$ cat src/rtl/core/rls_pkg.sv
`timescale 1ns / 1ps
// ----------------------------------------------------------------------------
// Raster line stepper package
// Shared widths, request and step codes, and the payload types of both
// channels.
// ----------------------------------------------------------------------------
package rls_pkg;

  localparam int COORD_BITS = 12;
  localparam int ERR_BITS   = COORD_BITS + 1;
  localparam int COLOR_BITS = 16;

  localparam logic REQ_START   = 1'b0;
  localparam logic REQ_ADVANCE = 1'b1;

  localparam logic [1:0] DIR_NONE  = 2'd0;
  localparam logic [1:0] DIR_PLUS  = 2'd1;
  localparam logic [1:0] DIR_MINUS = 2'd3;

  typedef logic [COORD_BITS-1:0] coord_t;

  typedef struct packed {
    logic   req_type;
    coord_t start_x;
    coord_t start_y;
    coord_t end_x;
    coord_t end_y;
  } in_item_t;

  typedef struct packed {
    coord_t                pixel_x;
    coord_t                pixel_y;
    logic [COLOR_BITS-1:0] pixel_color;
    logic                  last_point;
  } out_item_t;

endpackage

$ cat src/rtl/core/raster_line_stepper.sv
`timescale 1ns / 1ps
// ----------------------------------------------------------------------------
// Raster line stepper
// Integer line rasterizer that produces at most one pixel per request.
//
// A start transfer on the input channel carries both endpoints; the block
// emits the first endpoint and arms the line. Each advance transfer steps the
// line by one pixel and emits it, with last_point set on the final endpoint.
// An advance while no line is in progress is taken and produces nothing; a
// start aborts any line in progress. Every pixel carries draw_color, written
// through cfg_wr_en / cfg_wr_data; the user must write it only while the
// block is idle, as the block itself does not enforce this.
// A pixel appears on the output channel in the cycle after its request is
// taken. Throughput is one request per cycle while the receiver takes each
// pixel; the step logic is a single add, compare and subtract between the
// line state and the output register. When the receiver stalls, the output
// register holds its pixel and in_ready drops until that pixel is taken.
//
// Reset clears the line state, draw_color and the output valid flag.
// ----------------------------------------------------------------------------
module raster_line_stepper (
  input  logic                           clk,
  input  logic                           rst_n,
  input  logic                           in_valid,
  output logic                           in_ready,
  input  rls_pkg::in_item_t              in_data,
  output logic                           out_valid,
  input  logic                           out_ready,
  output rls_pkg::out_item_t             out_data,
  input  logic                           cfg_wr_en,
  input  logic [rls_pkg::COLOR_BITS-1:0] cfg_wr_data
);

  localparam int CB = rls_pkg::COORD_BITS;
  localparam int EB = rls_pkg::ERR_BITS;

  function automatic logic [CB-1:0] move_coord(input logic [CB-1:0] c,
                                               input logic [1:0]    dir);
    logic [CB-1:0] r;
    begin
      case (dir)
        rls_pkg::DIR_PLUS:  r = c + 1'b1;
        rls_pkg::DIR_MINUS: r = c - 1'b1;
        default:            r = c;
      endcase
      return r;
    end
  endfunction

  logic [rls_pkg::COLOR_BITS-1:0] color_r;
  logic [CB-1:0] cur_x_r, cur_x_nxt, cur_y_r, cur_y_nxt;
  logic [EB-1:0] err_r, err_nxt;
  logic [CB-1:0] adx_r, adx_nxt, ady_r, ady_nxt;
  logic [1:0]    dir_x_r, dir_x_nxt, dir_y_r, dir_y_nxt;
  logic          x_major_r, x_major_nxt;
  logic [CB-1:0] steps_r, steps_nxt;
  logic          active_r, active_nxt;
  logic          out_valid_r, out_valid_nxt;
  rls_pkg::out_item_t out_r, out_nxt;

  logic          accept;
  logic [CB-1:0] s_adx, s_ady, s_major, s_minor;
  logic [1:0]    s_dir_x, s_dir_y;
  logic          s_x_major;
  logic [CB-1:0] a_major, a_minor, a_x, a_y;
  logic [EB-1:0] a_sum;

  assign in_ready  = !out_valid_r || out_ready;
  assign accept    = in_valid && in_ready;
  assign out_valid = out_valid_r;
  assign out_data  = out_r;

  always_comb begin
    if (in_data.end_x > in_data.start_x) begin
      s_dir_x = rls_pkg::DIR_PLUS;
      s_adx   = in_data.end_x - in_data.start_x;
    end else if (in_data.end_x < in_data.start_x) begin
      s_dir_x = rls_pkg::DIR_MINUS;
      s_adx   = in_data.start_x - in_data.end_x;
    end else begin
      s_dir_x = rls_pkg::DIR_NONE;
      s_adx   = '0;
    end
    if (in_data.end_y > in_data.start_y) begin
      s_dir_y = rls_pkg::DIR_PLUS;
      s_ady   = in_data.end_y - in_data.start_y;
    end else if (in_data.end_y < in_data.start_y) begin
      s_dir_y = rls_pkg::DIR_MINUS;
      s_ady   = in_data.start_y - in_data.end_y;
    end else begin
      s_dir_y = rls_pkg::DIR_NONE;
      s_ady   = '0;
    end
    s_x_major = s_adx > s_ady;
    s_major   = s_x_major ? s_adx : s_ady;
    s_minor   = s_x_major ? s_ady : s_adx;
  end

  always_comb begin
    a_major = x_major_r ? adx_r : ady_r;
    a_minor = x_major_r ? ady_r : adx_r;
    a_x     = x_major_r ? move_coord(cur_x_r, dir_x_r) : cur_x_r;
    a_y     = x_major_r ? cur_y_r : move_coord(cur_y_r, dir_y_r);
    a_sum   = err_r + {1'b0, a_minor};
  end

  always_comb begin
    cur_x_nxt     = cur_x_r;
    cur_y_nxt     = cur_y_r;
    err_nxt       = err_r;
    adx_nxt       = adx_r;
    ady_nxt       = ady_r;
    dir_x_nxt     = dir_x_r;
    dir_y_nxt     = dir_y_r;
    x_major_nxt   = x_major_r;
    steps_nxt     = steps_r;
    active_nxt    = active_r;
    out_nxt       = out_r;
    out_valid_nxt = out_valid_r && !out_ready;
    if (accept) begin
      if (in_data.req_type == rls_pkg::REQ_START) begin
        cur_x_nxt     = in_data.start_x;
        cur_y_nxt     = in_data.start_y;
        err_nxt       = {1'b0, s_minor};
        adx_nxt       = s_adx;
        ady_nxt       = s_ady;
        dir_x_nxt     = s_dir_x;
        dir_y_nxt     = s_dir_y;
        x_major_nxt   = s_x_major;
        steps_nxt     = s_major;
        active_nxt    = s_major != '0;
        out_valid_nxt = 1'b1;
      end else if (active_r) begin
        cur_x_nxt = a_x;
        cur_y_nxt = a_y;
        err_nxt   = a_sum;
        if (a_sum > {1'b0, a_major}) begin
          err_nxt = a_sum - {1'b0, a_major};
          if (x_major_r) begin
            cur_y_nxt = move_coord(cur_y_r, dir_y_r);
          end else begin
            cur_x_nxt = move_coord(cur_x_r, dir_x_r);
          end
        end
        steps_nxt     = steps_r - 1'b1;
        active_nxt    = steps_nxt != '0;
        out_valid_nxt = 1'b1;
      end
      out_nxt.pixel_x     = cur_x_nxt;
      out_nxt.pixel_y     = cur_y_nxt;
      out_nxt.pixel_color = color_r;
      out_nxt.last_point  = steps_nxt == '0;
    end
  end

  always_ff @(posedge clk) begin
    if (!rst_n) begin
      color_r     <= '0;
      cur_x_r     <= '0;
      cur_y_r     <= '0;
      err_r       <= '0;
      adx_r       <= '0;
      ady_r       <= '0;
      dir_x_r     <= rls_pkg::DIR_NONE;
      dir_y_r     <= rls_pkg::DIR_NONE;
      x_major_r   <= 1'b0;
      steps_r     <= '0;
      active_r    <= 1'b0;
      out_valid_r <= 1'b0;
    end else begin
      if (cfg_wr_en) begin
        color_r <= cfg_wr_data;
      end
      cur_x_r     <= cur_x_nxt;
      cur_y_r     <= cur_y_nxt;
      err_r       <= err_nxt;
      adx_r       <= adx_nxt;
      ady_r       <= ady_nxt;
      dir_x_r     <= dir_x_nxt;
      dir_y_r     <= dir_y_nxt;
      x_major_r   <= x_major_nxt;
      steps_r     <= steps_nxt;
      active_r    <= active_nxt;
      out_valid_r <= out_valid_nxt;
    end
  end

  always_ff @(posedge clk) begin
    out_r <= out_nxt;
  end

endmodule

$ cat config.mk
export PLATFORM = sky130hd
export DESIGN_NAME = raster_line_stepper
export DESIGN_NICKNAME = d
export VERILOG_FILES = /design/src/rtl/core/rls_pkg.sv /design/src/rtl/core/raster_line_stepper.sv
export SDC_FILE = /design/constraint.sdc
export NUM_CORES = 1
export LEC_CHECK = 0
export ABC_AREA = 1
export BUFFER_PORTS_ARGS = -buffer_cell sky130_fd_sc_hd__buf_4
export CAP_MARGIN = 10
export CORE_ASPECT_RATIO = 1.2
export CORE_UTILIZATION = 45
export DETAILED_ROUTE_END_ITERATION = 8
export GPL_TIMING_DRIVEN = 0
export PLACE_DENSITY_LB_ADDON = 0.08
export SYNTH_ARGS = -nofsm -noshare
export SYNTH_HDL_FRONTEND = slang
export SYNTH_SLANG_ARGS = --single-unit
$ cat constraint.sdc
create_clock -name clk -period 5.08 [get_ports clk]
set_input_delay 0.254 -clock clk [delete_from_list [all_inputs] [get_ports clk]]
set_output_delay 0.254 -clock clk [all_outputs]
set_load 0.01 [all_outputs]
Yosys cells after proc, flatten, opt, wreduce, memory -nomap -nowiden
Index checks and enable logic that the tools add are counted.

operators by class
  add/subtract/negate cells = 11
  order comparisons = 6
  eq/ne operators = 5
  muxes and demuxes = 35
  bitwise logic cells = 1
  reduce and logical (&&, ||, !) cells = 10

operators with widths
  operator                                                                  number
  12-bit 2-to-1 mux                                                         21
  12-bit case mux with 2 select lines                                       2
  12-bit subtractor                                                         4
  13-bit 2-to-1 mux                                                         3
  12-bit greater-than comparator                                            3
  12-bit by 1-bit subtractor with 12-bit output (second input constant)     3
  12-bit by 1-bit adder with 12-bit output (second input constant)          2
  12-bit < comparator                                                       2
  12-bit nonzero test                                                       2
  13-bit by 12-bit adder with 13-bit output                                 1
  13-bit by 12-bit greater-than comparator with 1-bit output                1
  13-bit by 12-bit subtractor with 13-bit output                            1
  12-bit logical NOT                                                        1
  2-bit 2-to-1 mux                                                          4
  1-bit 2-to-1 mux                                                          5
  2-bit by 1-bit == test with 1-bit output (second input constant)          2
  2-bit == test (second input constant)                                     2
  2-bit AND reduction                                                       2
  1-bit logical AND                                                         2
  1-bit logical NOT                                                         2
  2-bit by 1-bit inequality test with 1-bit output (second input constant)  1
  1-bit logical OR                                                          1
  1-bit NOT                                                                 1

storage, ports and cells
  bits in registers = 137
  input bits = 70
  output and inout port bits = 43
  word-level logic and storage cells = 84

Logic depth before layout (Yosys ltp)
Gate-level depths: netlist of run 1.

  depth after elaboration = 8
  depth in mapped cells = 33
  depth with buffers taken out = 31

Worst setup path after synthesis of run 1
No wires, ideal clock.

  path kind = register -> register
  from = reg x_major_r
  to = reg out_r, in the netlist out_data[23], data pin
  arrival time = 4,103 ps
  setup slack = 721 ps
  cell stages (with the launch flop) = 30
  path buffers = 4
  period minus slack after synthesis = 4,359 ps
  cells stage by stage = dfxtp_1 > clkbuf_1 > clkbuf_1 > clkbuf_1 > nand2_1 > o21ai_0 > ha_1 > a21oi_1 > nand2_1 > a21boi_0 > o21ai_0 > nand3_1 > nand2_1 > xor2_1 > inv_1 > ha_1 > a21oi_1 > a21boi_0 > nand3_1 > nand2_1 > nand2_1 > nand2_1 > nand2_2 > inv_2 > nand2_2 > buf_4 > nand3_1 > nand2_1 > o21ai_1 > inv_1

on the way
  longest elaborated chain between the ends = 6
  elaborated cells between the ends (all ways) = 9
  those cells by class = add/sub: 1; order compare: 1; mux: 7

RTL lines
  element                                                     line                        text
  start, declared                                             raster_line_stepper.sv:55   logic x_major_r, x_major_nxt;
  start signal, assigned                                      raster_line_stepper.sv:181  x_major_r <= x_major_nxt;
  12-bit 2-to-1 mux                                           raster_line_stepper.sv:101  a_minor = x_major_r ? ady_r : adx_r;
  13-bit by 12-bit adder with 13-bit output                   raster_line_stepper.sv:104  a_sum = err_r + {1'b0, a_minor};
  13-bit by 12-bit greater-than comparator with 1-bit output  raster_line_stepper.sv:137  if (a_sum > {1'b0, a_major}) begin
  12-bit 2-to-1 mux *                                         raster_line_stepper.sv:137
  12-bit 2-to-1 mux *                                         raster_line_stepper.sv:133  end else if (active_r) begin
  12-bit 2-to-1 mux *                                         raster_line_stepper.sv:121  if (in_data.req_type == rls_pkg::REQ_START) begin
  end signal, assigned                                        raster_line_stepper.sv:189  out_r <= out_nxt;
  end, declared                                               raster_line_stepper.sv:59   rls_pkg::out_item_t out_r, out_nxt;

Mark *: on every way between the ends. The rest lies on a longest branch, timed or not.
A chain may end at the register's enable or synchronous reset.

Final worst setup path of run 1
  from = reg x_major_r
  to = reg out_r, in the netlist out_data[27], data pin

The elaborated chain is that of the path after synthesis.

==> results of run 1 <==
[path summary, 6_finish.rpt]
kind / end / cells past startpoint / from / slack, ns
setup reg to reg: out_data[27]$_DFFE_PP_ / 25 / x_major_r$_SDFFE_PN0P_ / 0.32
hold / removal: color_r[15]$_SDFFE_PN0P_ / 3 / cfg_wr_data[15] / 0.04
setup / recovery: out_data[27]$_DFFE_PP_ / 25 / x_major_r$_SDFFE_PN0P_ / 0.32
hold reg to reg: out_data[4]$_DFFE_PP_ / 0 / color_r[3]$_SDFFE_PN0P_ / 0.43
[where the power goes]
part           internal (mW)  switching (mW)  leakage, nW
clock network          0.838           0.509        0.325
logic                  0.735            1.39         6.06
registers               1.23          0.0599         1.20
total                   2.81            1.96         7.59
[state kept, by name, indices dropped and copies added (netlist names)]
signal / flops
active_r: 1
adx_r: 12
err_r: 13
cur_y_r: 12
dir_x_r: 2
x_major_r: 1
out_valid: 1
ady_r: 12
cur_x_r: 12
color_r: 16
steps_r: 12
out_data: 41
dir_y_r: 2
[metal layers]
metal | up-vias | wire length (um) | share of wire [%]
met2 | 365 | 18800 | 49
met3 | 60 | 2040 | 5.3
met1 | 5781 | 16600 | 43
met4 | 0 | 1160 | 3.0
li1 | 6495 | - | -
met5 | - | 0 | 0
[logic make-up (layout without fill, tap and decap cells)]
family | count (synthesis) | count (layout) | synth area share (%)
AND/OR/NAND/NOR | 860 | 860 | 30.0
buffers and inverters | 399 | 542 | 12.6
AO/OA/AOI/OAI | 362 | 362 | 16.2
flip-flops | 137 | 137 | 25.5
adder cells (fa/ha/maj) | 112 | 112 | 11.8
XOR/XNOR | 52 | 52 | 3.75
[placed cells by master, fill, tap and decap left out, types with 11 or more instances in the layout]
| cell type | Yosys | layout |
|---|---|---|
| nand2_1 | 513 | 513 |
| inv_1 | 318 | 318 |
| o21ai_0 | 131 | 130 |
| nand4_1 | 29 | 29 |
| xnor2_1 | 13 | 13 |
| o211ai_1 | 40 | 40 |
| nand3_1 | 164 | 164 |
| ha_1 | 104 | 104 |
| clkbuf_16 | 0 | 21 |
| nor3_1 | 12 | 12 |
| o21ai_1 | 15 | 16 |
| nand2_2 | 17 | 17 |
| buf_4 | 8 | 120 |
| xor2_1 | 38 | 38 |
| a21oi_1 | 137 | 137 |
| dfxtp_1 | 96 | 95 |
| edfxtp_1 | 41 | 41 |
| clkbuf_1 | 46 | 40 |
| nor2_1 | 95 | 95 |
| buf_2 | 11 | 11 |
[critical path: cells and delay by family (launching register included)]
kind / cells / cell delay, ns
xor+xnor: 1 / 0.13
compound gates: 4 / 0.64
fa+ha+maj: 3 / 1.00
flops: 1 / 0.42
simple gates: 12 / 1.53
buf+inv: 5 / 0.76
[metrics by stage]
| stage | setup WS (ns) | utilization [%] |
|---|---|---|
| 2_1_floorplan | 0.721 | - |
| 5_1_grt | 0.00276 | 52.9 |
| 3_5_place_dp | -0.428 | 50.5 |
| 6_report | 0.320 | 52.9 |
| 3_3_place_gp | -0.452 | 50.4 |
| 4_1_cts | 0.0416 | 52.9 |
[layout make-up]
cell class,instances,area (um2)
plain buffers,69,329
clock buffers,24,567
clock inverters,8,88.8
fillers,2817,12700
inverters,328,1230
multi-input cells,1386,7640
flip-flops and latches,137,3150
well taps,340,425
repair buffers,113,861
[timing repair]
item                                    CTS  global route
endpoints found under the setup margin   58            58
hold buffers                              0             0
gates resized for setup                   5             7
setup buffers                             0             1
hold endpoints to repair                  0             0
pin swaps                                 0             1
==> run metrics, run 1 <==
fmax=210 MHz; register area share after synthesis=25.5%; grt total ovfl=0; minimum clock period after layout=4.76 ns; final wirelength=38700 um; Initial Util=45.7%; Tot Pwr=4.76 mW; Area contributors post-synth=nand2_1 16%, dfxtp_1 16%, ha_1 11%; wire per inst=16.1 um; drc violations=0; status=complete, no violations; Port Buffer Count=111; CP most frequent cell=nand2_1; H-tree levels=4; PwrDens=333 nW/um2; Area Overhead vs Synth=15.8%; busiest grt layer=met2; ANT nets after route=0; GRT Total Usage=28.3%; post-synthesis net count=2104; Post-synth EDFFs=41; post-synthesis cell type count=49; post-synth design cell area=12300 um2; DR vias/cell=5.28; VDD IR max=0.267 mV; max incr delay on CP=0.42 ns; synthesized area per cell=6.42 um2; cell with the most instances after synthesis=nand2_1; vias in the first global route=12012; Crit Path Class=flop to flop; Layout Skew=0.00970 ns; Gate Count Post-Synth=1922; Synth Flop Type=dfxtp_1; drt first pass iters=5; CTS tree=yes; most frequent cells after synthesis=513 x nand2_1, 318 x inv_1, 164 x nand3_1; global-route wire length before repair=62100 um; hold_ws=0.0402 ns; final setup fails=0; final setup TNS=0 ns; via count=12701; #FFs+latches synth=137; core area=27000 um2; Post-synth ARST share=0%; CTS root buf=clkbuf_16; Top Ports=113; routability cong.=0.924; final slew viol count=0; Die Footprint=28100 um2; initial antenna violation count=0; Worst EP required=5.27 ns; Clock Path Buffers=2; Std-Cell Rows=66; placed insts=2374; final net count=2234; Min-Delay Path Class=input port to flop; met2 usage=50.7%; worst slew pin tran=0.782 ns; Final Cell Area=14300 um2; maximum number of pins on one net before global-route repair=28; Synth top area share=15.6%; CTS Sinks=137; Cell Count, Final, Fillers Out=2405; Ys Warns=0; RSZ-0062 raised after global routing=false; Die Wd=153 um; die height=183 um; worst path arrival time=4.95 ns; leading area contributor after synthesis=nand2_1; Crit Path Max Fanout=10; share of cells above drive strength 1=10.8%; max cap viols=0; DR iter-0 viols=755; clock transition at the registers of the reported paths=0.07 ns; Crit-path slowest cell=dfxtp_2; Placed Area=13600 um2; LEAKAGE=7.59 nW; GRT met1 Usage=34.6%; period utilization=93.7%; Crit. End Element=flop; slew margin rel.=47.9%; GR Layer Usage met3=3.42%; later-pin clock latency in the skew report=0.44 ns; cts bufs inserted=17; CP Launch Type=flop; antenna cell count=0; Hold Vio Cnt, Final=0; DP Wirelength=31800 um
No activity file was read; power rests on OpenSTA's default activity.
==> run 2: changes to the inputs <==
- CTS_BUF_LIST: default -> sky130_fd_sc_hd__clkbuf_2
==> run 2 against run 1 <==
Effect of this change:
- worst setup slack lost 0.010 ns
- clock skew grew 0.036 ns
- largest power group unchanged
- sequential share of layout area shrank 0.34 points
- clock-buffer cell count shrank 7
==> run metrics, run 2 (synthesis results as in run 1) <==
period utilization=93.9% (was 93.7%); pre-CTS setup slack=-0.428 ns (unchanged); Worst EP required=5.62 ns (was 5.27 ns); CTS tree=yes (unchanged); grt total ovfl=0 (unchanged); Std-Cell Rows=66 (unchanged); VDD IR max=0.175 mV (was 0.267 mV); PwrDens=294 nW/um2 (was 333 nW/um2); critical path depth=25 (unchanged); Crit Path Max Fanout=10 (unchanged); CP most frequent cell=nand2_1 (unchanged); CP Launch Point=x_major_r$_SDFFE_PN0P_ (unchanged); H-tree levels=4 (unchanged); worst slew pin tran=0.783 ns (was 0.782 ns); routability cong.=0.924 (unchanged); cts bufs inserted=17 (unchanged); hold_ws=0.0796 ns (was 0.0402 ns); later-pin clock latency in the skew report=0.79 ns (was 0.44 ns); clock transition at the registers of the reported paths=0.24 ns (was 0.07 ns); most frequent cells in the layout=513 x nand2_1, 318 x inv_1, 164 x nand3_1 (unchanged); ANT nets after route=0 (unchanged); r2r worst-path depth=25 (unchanged); vias in the first global route=12376 (was 12012); Die Footprint=28100 um2 (unchanged); GR Layer Usage met3=4.36% (was 3.42%); final net count=2292 (was 2234); setup ws final=0.310 ns (was 0.320 ns); Min-Delay Path Class=input port to flop (unchanged); DP Wirelength=31800 um (unchanged); CP Launch Type=flop (unchanged); GRT met1 Usage=34.1% (was 34.6%); Crit. End Element=flop (unchanged); Crit path max-delay family=simple AND/OR/NAND/NOR gates (unchanged); CTS Sinks=137 (unchanged); max incr delay on CP=0.45 ns (was 0.42 ns); Final Cell Area=14500 um2 (was 14300 um2); core area=27000 um2 (unchanged); wire per inst=15.9 um (was 16.1 um); share of cells above drive strength 1=10.5% (was 10.8%); minimum clock period after layout=4.77 ns (was 4.76 ns); busiest grt layer=met2 (unchanged); Crit Path Class=flop to flop (unchanged); max cap viols=0 (unchanged); drc violations=0 (unchanged); Crit-path slowest cell=dfxtp_4 (was dfxtp_2); initial antenna violation count=2 (was 0); GRT Total Usage=28.6% (was 28.3%); DR vias/cell=5.23 (was 5.28); CTS root buf=clkbuf_2 (was clkbuf_16); buffers and inverters on the worst path=5 (unchanged); maximum number of pins on one net before global-route repair=28 (unchanged); max reg flops=41 (unchanged); Placed Area=13600 um2 (unchanged); via count=12885 (was 12701); Die Wd=153 um (unchanged); Port Buffer Count=111 (unchanged); final setup fails=0 (unchanged); final core utilization=53.8% (was 52.9%); met2 usage=50.6% (was 50.7%); commonest non-fill, non-tap cell in the layout=nand2_1 (unchanged); Tot Pwr=4.28 mW (was 4.76 mW); LEAKAGE=7.71 nW (was 7.59 nW); slew margin rel.=47.8% (was 47.9%); fmax=210 MHz (about the same); DR iter-0 viols=781 (was 755); final slew viol count=0 (unchanged); die height=183 um (unchanged); reg-to-reg critical path startpoint=x_major_r$_SDFFE_PN0P_ (unchanged); Initial Util=45.7% (unchanged); global-route wire length before repair=62800 um (was 62100 um); reg2reg setup slack=0.31 ns (was 0.32 ns); Top Ports=113 (unchanged); Clock Path Buffers=2 (unchanged); Hold Vio Cnt, Final=0 (unchanged); Area Overhead vs Synth=17.7% (was 15.8%); worst path arrival time=5.31 ns (was 4.95 ns); Filler cells=2797 (was 2817); CP endpoint=out_data[27]$_DFFE_PP_ (unchanged); status=complete, no violations (unchanged); Reg2Reg Capture Point=out_data[27]$_DFFE_PP_ (unchanged); drt first pass iters=5 (unchanged); final wirelength=39200 um (was 38700 um); Layout Skew=0.0455 ns (was 0.00970 ns)
## run 2: cell types whose count changed in the layout (fill, tap and decap cells not counted)
| cell | change |
|---|---|
| buf_2 | +1 |
| clkbuf_2 | +17 |
| diode_2 | +1 |
| dlygate4sd3_1 | +58 |
| dfxtp_4 | +1 |
| clkbuf_4 | -1 |
| dfxtp_2 | -1 |
| clkbuf_16 | -21 |
| inv_2 | +2 |
| clkbuf_8 | -3 |
| clkinv_1 | +1 |
| bufinv_16 | +4 |
## run 2: power by group
part           total (mW)  internal, mW  switching (mW)  leakage, nW
registers            1.29          1.23          0.0599         1.20
logic                2.16         0.765            1.40         6.32
clock network       0.824         0.377           0.446        0.182
## run 2: worst min-delay path: cells and delay by family
family          cells  cell delay [ns]
simple gates        2             0.22
compound gates      2             0.18
fa+ha+maj           1             0.13
buf+inv             1             0.08
## run 2: worst min-delay path by stage
stage | from | to | slack [ns] | cells after the start
detailed placement | color_r[3]$_SDFFE_PN0P_ | out_data[4]$_DFFE_PP_ | 0.41 | 0
floorplan | cfg_wr_data[13] | color_r[13]$_SDFFE_PN0P_ | 0.39 | 2
CTS | in_data[23] | dir_x_r[1]$_SDFFE_PN0P_ | 0.01 | 6
global placement | color_r[13]$_SDFFE_PN0P_ | out_data[14]$_DFFE_PP_ | 0.41 | 0
finish | in_data[23] | dir_x_r[1]$_SDFFE_PN0P_ | 0.08 | 6
global route | in_data[23] | dir_x_r[1]$_SDFFE_PN0P_ | 0.08 | 6
## run 2: what timing repair did
action | in CTS | in global routing
endpoints found under the hold margin | 71 | 0
hold buffers | 58 | 0
pin swaps | 0 | 1
endpoints found under the setup margin | 60 | 58
resized for setup | 5 | 7
setup buffers | 0 | 1
## run 2: layout make-up
cell class	instances	area (um2)	share of cell area, %
tap	340	425	2.93
multi-input combinational	1386	7640	52.6
buffer	69	327	2.25
timing repair buffer	171	1440	9.92
inverter	328	1230	8.49
clock buffer	17	85.1	0.586
antenna	1	2.50	0.0172
clock inverter	15	220	1.52
sequential	137	3160	21.7
## run 2: stage by stage
| stage | TNS, ns | std cells |
|---|---|---|
| 5_1_grt | -0.0311 | 2464 |
| 6_report | 0 | 2464 |
| 3_3_place_gp | -16.40 | 2373 |
| 2_1_floorplan | 0 | 1922 |
| 4_1_cts | 0 | 2463 |
| 3_5_place_dp | -15.78 | 2374 |
## run 2: per-layer routing
| layer | share of wire [%] | up-vias |
|---|---|---|
| li1 | - | 6599 |
| met1 | 42 | 5802 |
| met2 | 48 | 399 |
| met3 | 6.1 | 85 |
| met4 | 3.7 | 0 |
| met5 | 0 | - |
==> run 3: changes to the inputs <==
- REMOVE_ABC_BUFFERS: default -> 1
==> run 3 against run 2 <==
Effect of this change:
- the run now ends with design-rule violations left
- register-to-register slack gained 0.12 ns
- combinational power hardly changed
- sequential power hardly changed
- wire length fell by 7.3%
- core utilization is 0.49 points lower
- clock-buffer cell count unchanged
- largest cell class unchanged
- largest power group unchanged
- highest routed layer unchanged
==> run metrics, run 3 (synthesis results as in run 1) <==
Crit path max-delay family=simple AND/OR/NAND/NOR gates (unchanged); Initial Util=45.7% (unchanged); maximum number of pins on one net before global-route repair=88 (was 28); Clock Path Buffers=2 (unchanged); core area=27000 um2 (unchanged); commonest non-fill, non-tap cell in the layout=nand2_1 (unchanged); Tot Pwr=4.16 mW (was 4.28 mW); Cell Count, Final, Fillers Out=2413 (was 2464); Die Footprint=28100 um2 (unchanged); VDD IR max=0.153 mV (was 0.175 mV); Worst EP required=5.88 ns (was 5.62 ns); DP Wirelength=27100 um (was 31800 um); clock transition at the registers of the reported paths=0.28 ns (was 0.24 ns); Area Overhead vs Synth=16.6% (was 17.7%); later-pin clock latency in the skew report=0.85 ns (was 0.79 ns); LEAKAGE=7.61 nW (was 7.71 nW); Hold Startpoint=in_valid (was in_data[23]); DR iter-0 viols=750 (was 781); reg-to-reg critical path startpoint=x_major_r$_SDFFE_PN0P_ (unchanged); RSZ-0062 raised after global routing=false; CP Launch Point=x_major_r$_SDFFE_PN0P_ (unchanged); Filler cells=2824 (was 2797); final core utilization=53.3% (was 53.8%); Layout Skew=0.0709 ns (was 0.0455 ns); share of cells above drive strength 1=10.1% (was 10.5%); Std-Cell Rows=66 (unchanged); routability cong.=0.907 (was 0.924); Hold Vio Cnt, Final=0 (unchanged); area of the multi-input gates=7670 um2 (was 7640 um2); global-route wire length before repair=58600 um (was 62800 um); drc violations=2 (was 0); CTS root buf=clkbuf_2 (unchanged); placed insts=2305 (was 2374); Reg area=3160 um2 (about the same); CP Launch Type=flop (unchanged); grt total ovfl=0 (unchanged); max cap viols=0 (unchanged); Crit-path slowest cell=dfxtp_4 (unchanged); Crit Path Class=flop to flop (unchanged); fmax=215 MHz (was 210 MHz); pre-CTS setup slack=-0.557 ns (was -0.428 ns); status=finished with violations (was complete, no violations); PwrDens=289 nW/um2 (was 294 nW/um2); final slew viol count=0 (unchanged); hold_ws=0.0236 ns (was 0.0796 ns); drt first pass iters=9 (was 5); DR vias/cell=5.18 (was 5.23); WHS Path Cells=5 (was 6); die height=183 um (unchanged); worst path arrival time=5.44 ns (was 5.31 ns); wire per inst=15.1 um (was 15.9 um); Crit Path Max Fanout=13 (was 10); Reg2Reg Capture Point=cur_x_r[10]$_SDFFE_PN0P_ (was out_data[27]$_DFFE_PP_); slew margin rel.=38.8% (was 47.8%); r2r worst-path depth=26 (was 25); Crit. End Element=flop (unchanged); Top Ports=113 (unchanged); via count=12496 (was 12885); cts bufs inserted=17 (unchanged); final wirelength=36300 um (was 39200 um); max reg flops=41 (unchanged); CTS tree=yes (unchanged); CP most frequent cell=nand2_1 (unchanged); worst slew pin tran=0.918 ns (was 0.783 ns); ANT nets after route=0 (unchanged); final setup fails=0 (unchanged); final net count=2238 (was 2292); failing checks=design-rule violations; most frequent cells in the layout=513 x nand2_1, 316 x inv_1, 164 x nand3_1 (was 513 x nand2_1, 318 x inv_1, 164 x nand3_1); Port Buffer Count=112 (was 111); reg2reg setup slack=0.43 ns (was 0.31 ns); H-tree levels=4 (unchanged); max incr delay on CP=0.49 ns (was 0.45 ns); Die Wd=153 um (unchanged); vias in the first global route=11772 (was 12376); minimum clock period after layout=4.65 ns (was 4.77 ns); GRT Total Usage=26.2% (was 28.6%); CTS Sinks=137 (unchanged); initial antenna violation count=2 (unchanged); period utilization=91.5% (was 93.9%); setup ws final=0.434 ns (was 0.310 ns); Min-Delay Path Class=input port to flop (unchanged); buffers and inverters on the worst path=2 (was 5); Worst Hold Path EP=cur_y_r[11]$_SDFFE_PN0P_ (was dir_x_r[1]$_SDFFE_PN0P_)
## run 3: cell count changes in the layout (fill, tap and decap cells not counted), moves of 3 or more
cell	change
dlygate4sd3_1	+5
buf_4	-4
diode_2	+3
bufinv_16	-3
buf_2	-12
clkbuf_2	-3
buf_16	+4
buf_1	-3
clkbuf_1	-40
## run 3: how the worst max path moves through the flow
stage / endpoint / cells after the start
detailed placement: out_data[26]$_DFFE_PP_ / 26
global route: cur_x_r[1]$_SDFFE_PN0P_ / 25
global placement: cur_y_r[11]$_SDFFE_PN0P_ / 24
floorplan: out_data[26]$_DFFE_PP_ / 26
finish: cur_x_r[10]$_SDFFE_PN0P_ / 26
CTS: out_data[26]$_DFFE_PP_ / 27
## run 3: cell type report
| type | count | share of cell area, % |
|---|---|---|
| Clock inverter | 15 | 1.15 |
| Multi-Input combinational cell | 1387 | 53.3 |
| Clock buffer | 17 | 0.591 |
| Sequential cell | 137 | 21.9 |
| Timing Repair Buffer | 185 | 11.4 |
| Antenna cell | 4 | 0.0695 |
| Inverter | 328 | 8.60 |
| Tap cell | 340 | 2.95 |
## run 3: timing repair
item                                    in CTS  in global routing
setup buffers                                1                  5
pin swaps                                    0                  2
endpoints found under the setup margin      50                 48
gates resized for setup                      2                  8
hold buffers                                63                  0
endpoints found under the hold margin       75                  0
cloned                                       0                  1
## run 3: power breakdown
part           switching, mW  internal [mW]  total [mW]
combinational           1.36          0.770        2.13
clock                  0.487          0.238       0.725
sequential            0.0688           1.23        1.30
total                   1.92           2.24        4.16
## run 3: metrics by stage
stage | TNS [ns] | cell area, um2
floorplan | 0 | 12000
global placement | -62.27 | 13300
detailed placement | -16.21 | 13300
CTS | 0 | 14300
global route | 0 | 14400
finish | 0 | 14400
## run 3: worst reg2reg max path, cell delays in order (launching register included)
cell,delay (ns)
dfxtp_4,0.49
o21ai_0,0.11
ha_1,0.22
fa_1,0.42
nand3_1,0.09
nand2_1,0.12
a21boi_1,0.22
o21ai_0,0.17
nand3_1,0.10
nand2_1,0.06
xor2_1,0.12
inv_1,0.07
ha_1,0.33
a21oi_1,0.17
a21boi_0,0.20
nand3_1,0.14
nand2_1,0.11
nand2_1,0.06
nand2_1,0.16
nand2_4,0.16
nor2_4,0.29
inv_2,0.18
nand2_1,0.17
nand2_1,0.07
nand3_1,0.08
nand2_1,0.13
a21oi_1,0.14
## run 3: metal layers
| layer | routed length (um) | GRT usage, % | up-vias |
|---|---|---|---|
| met3 | 1370 | 2.95 | 44 |
| met1 | 16000 | 31.3 | 5703 |
| met4 | 1200 | 10.3 | 0 |
| met5 | 0 | 0 | - |
| met2 | 17800 | 47.9 | 264 |
| li1 | - | - | 6485 |
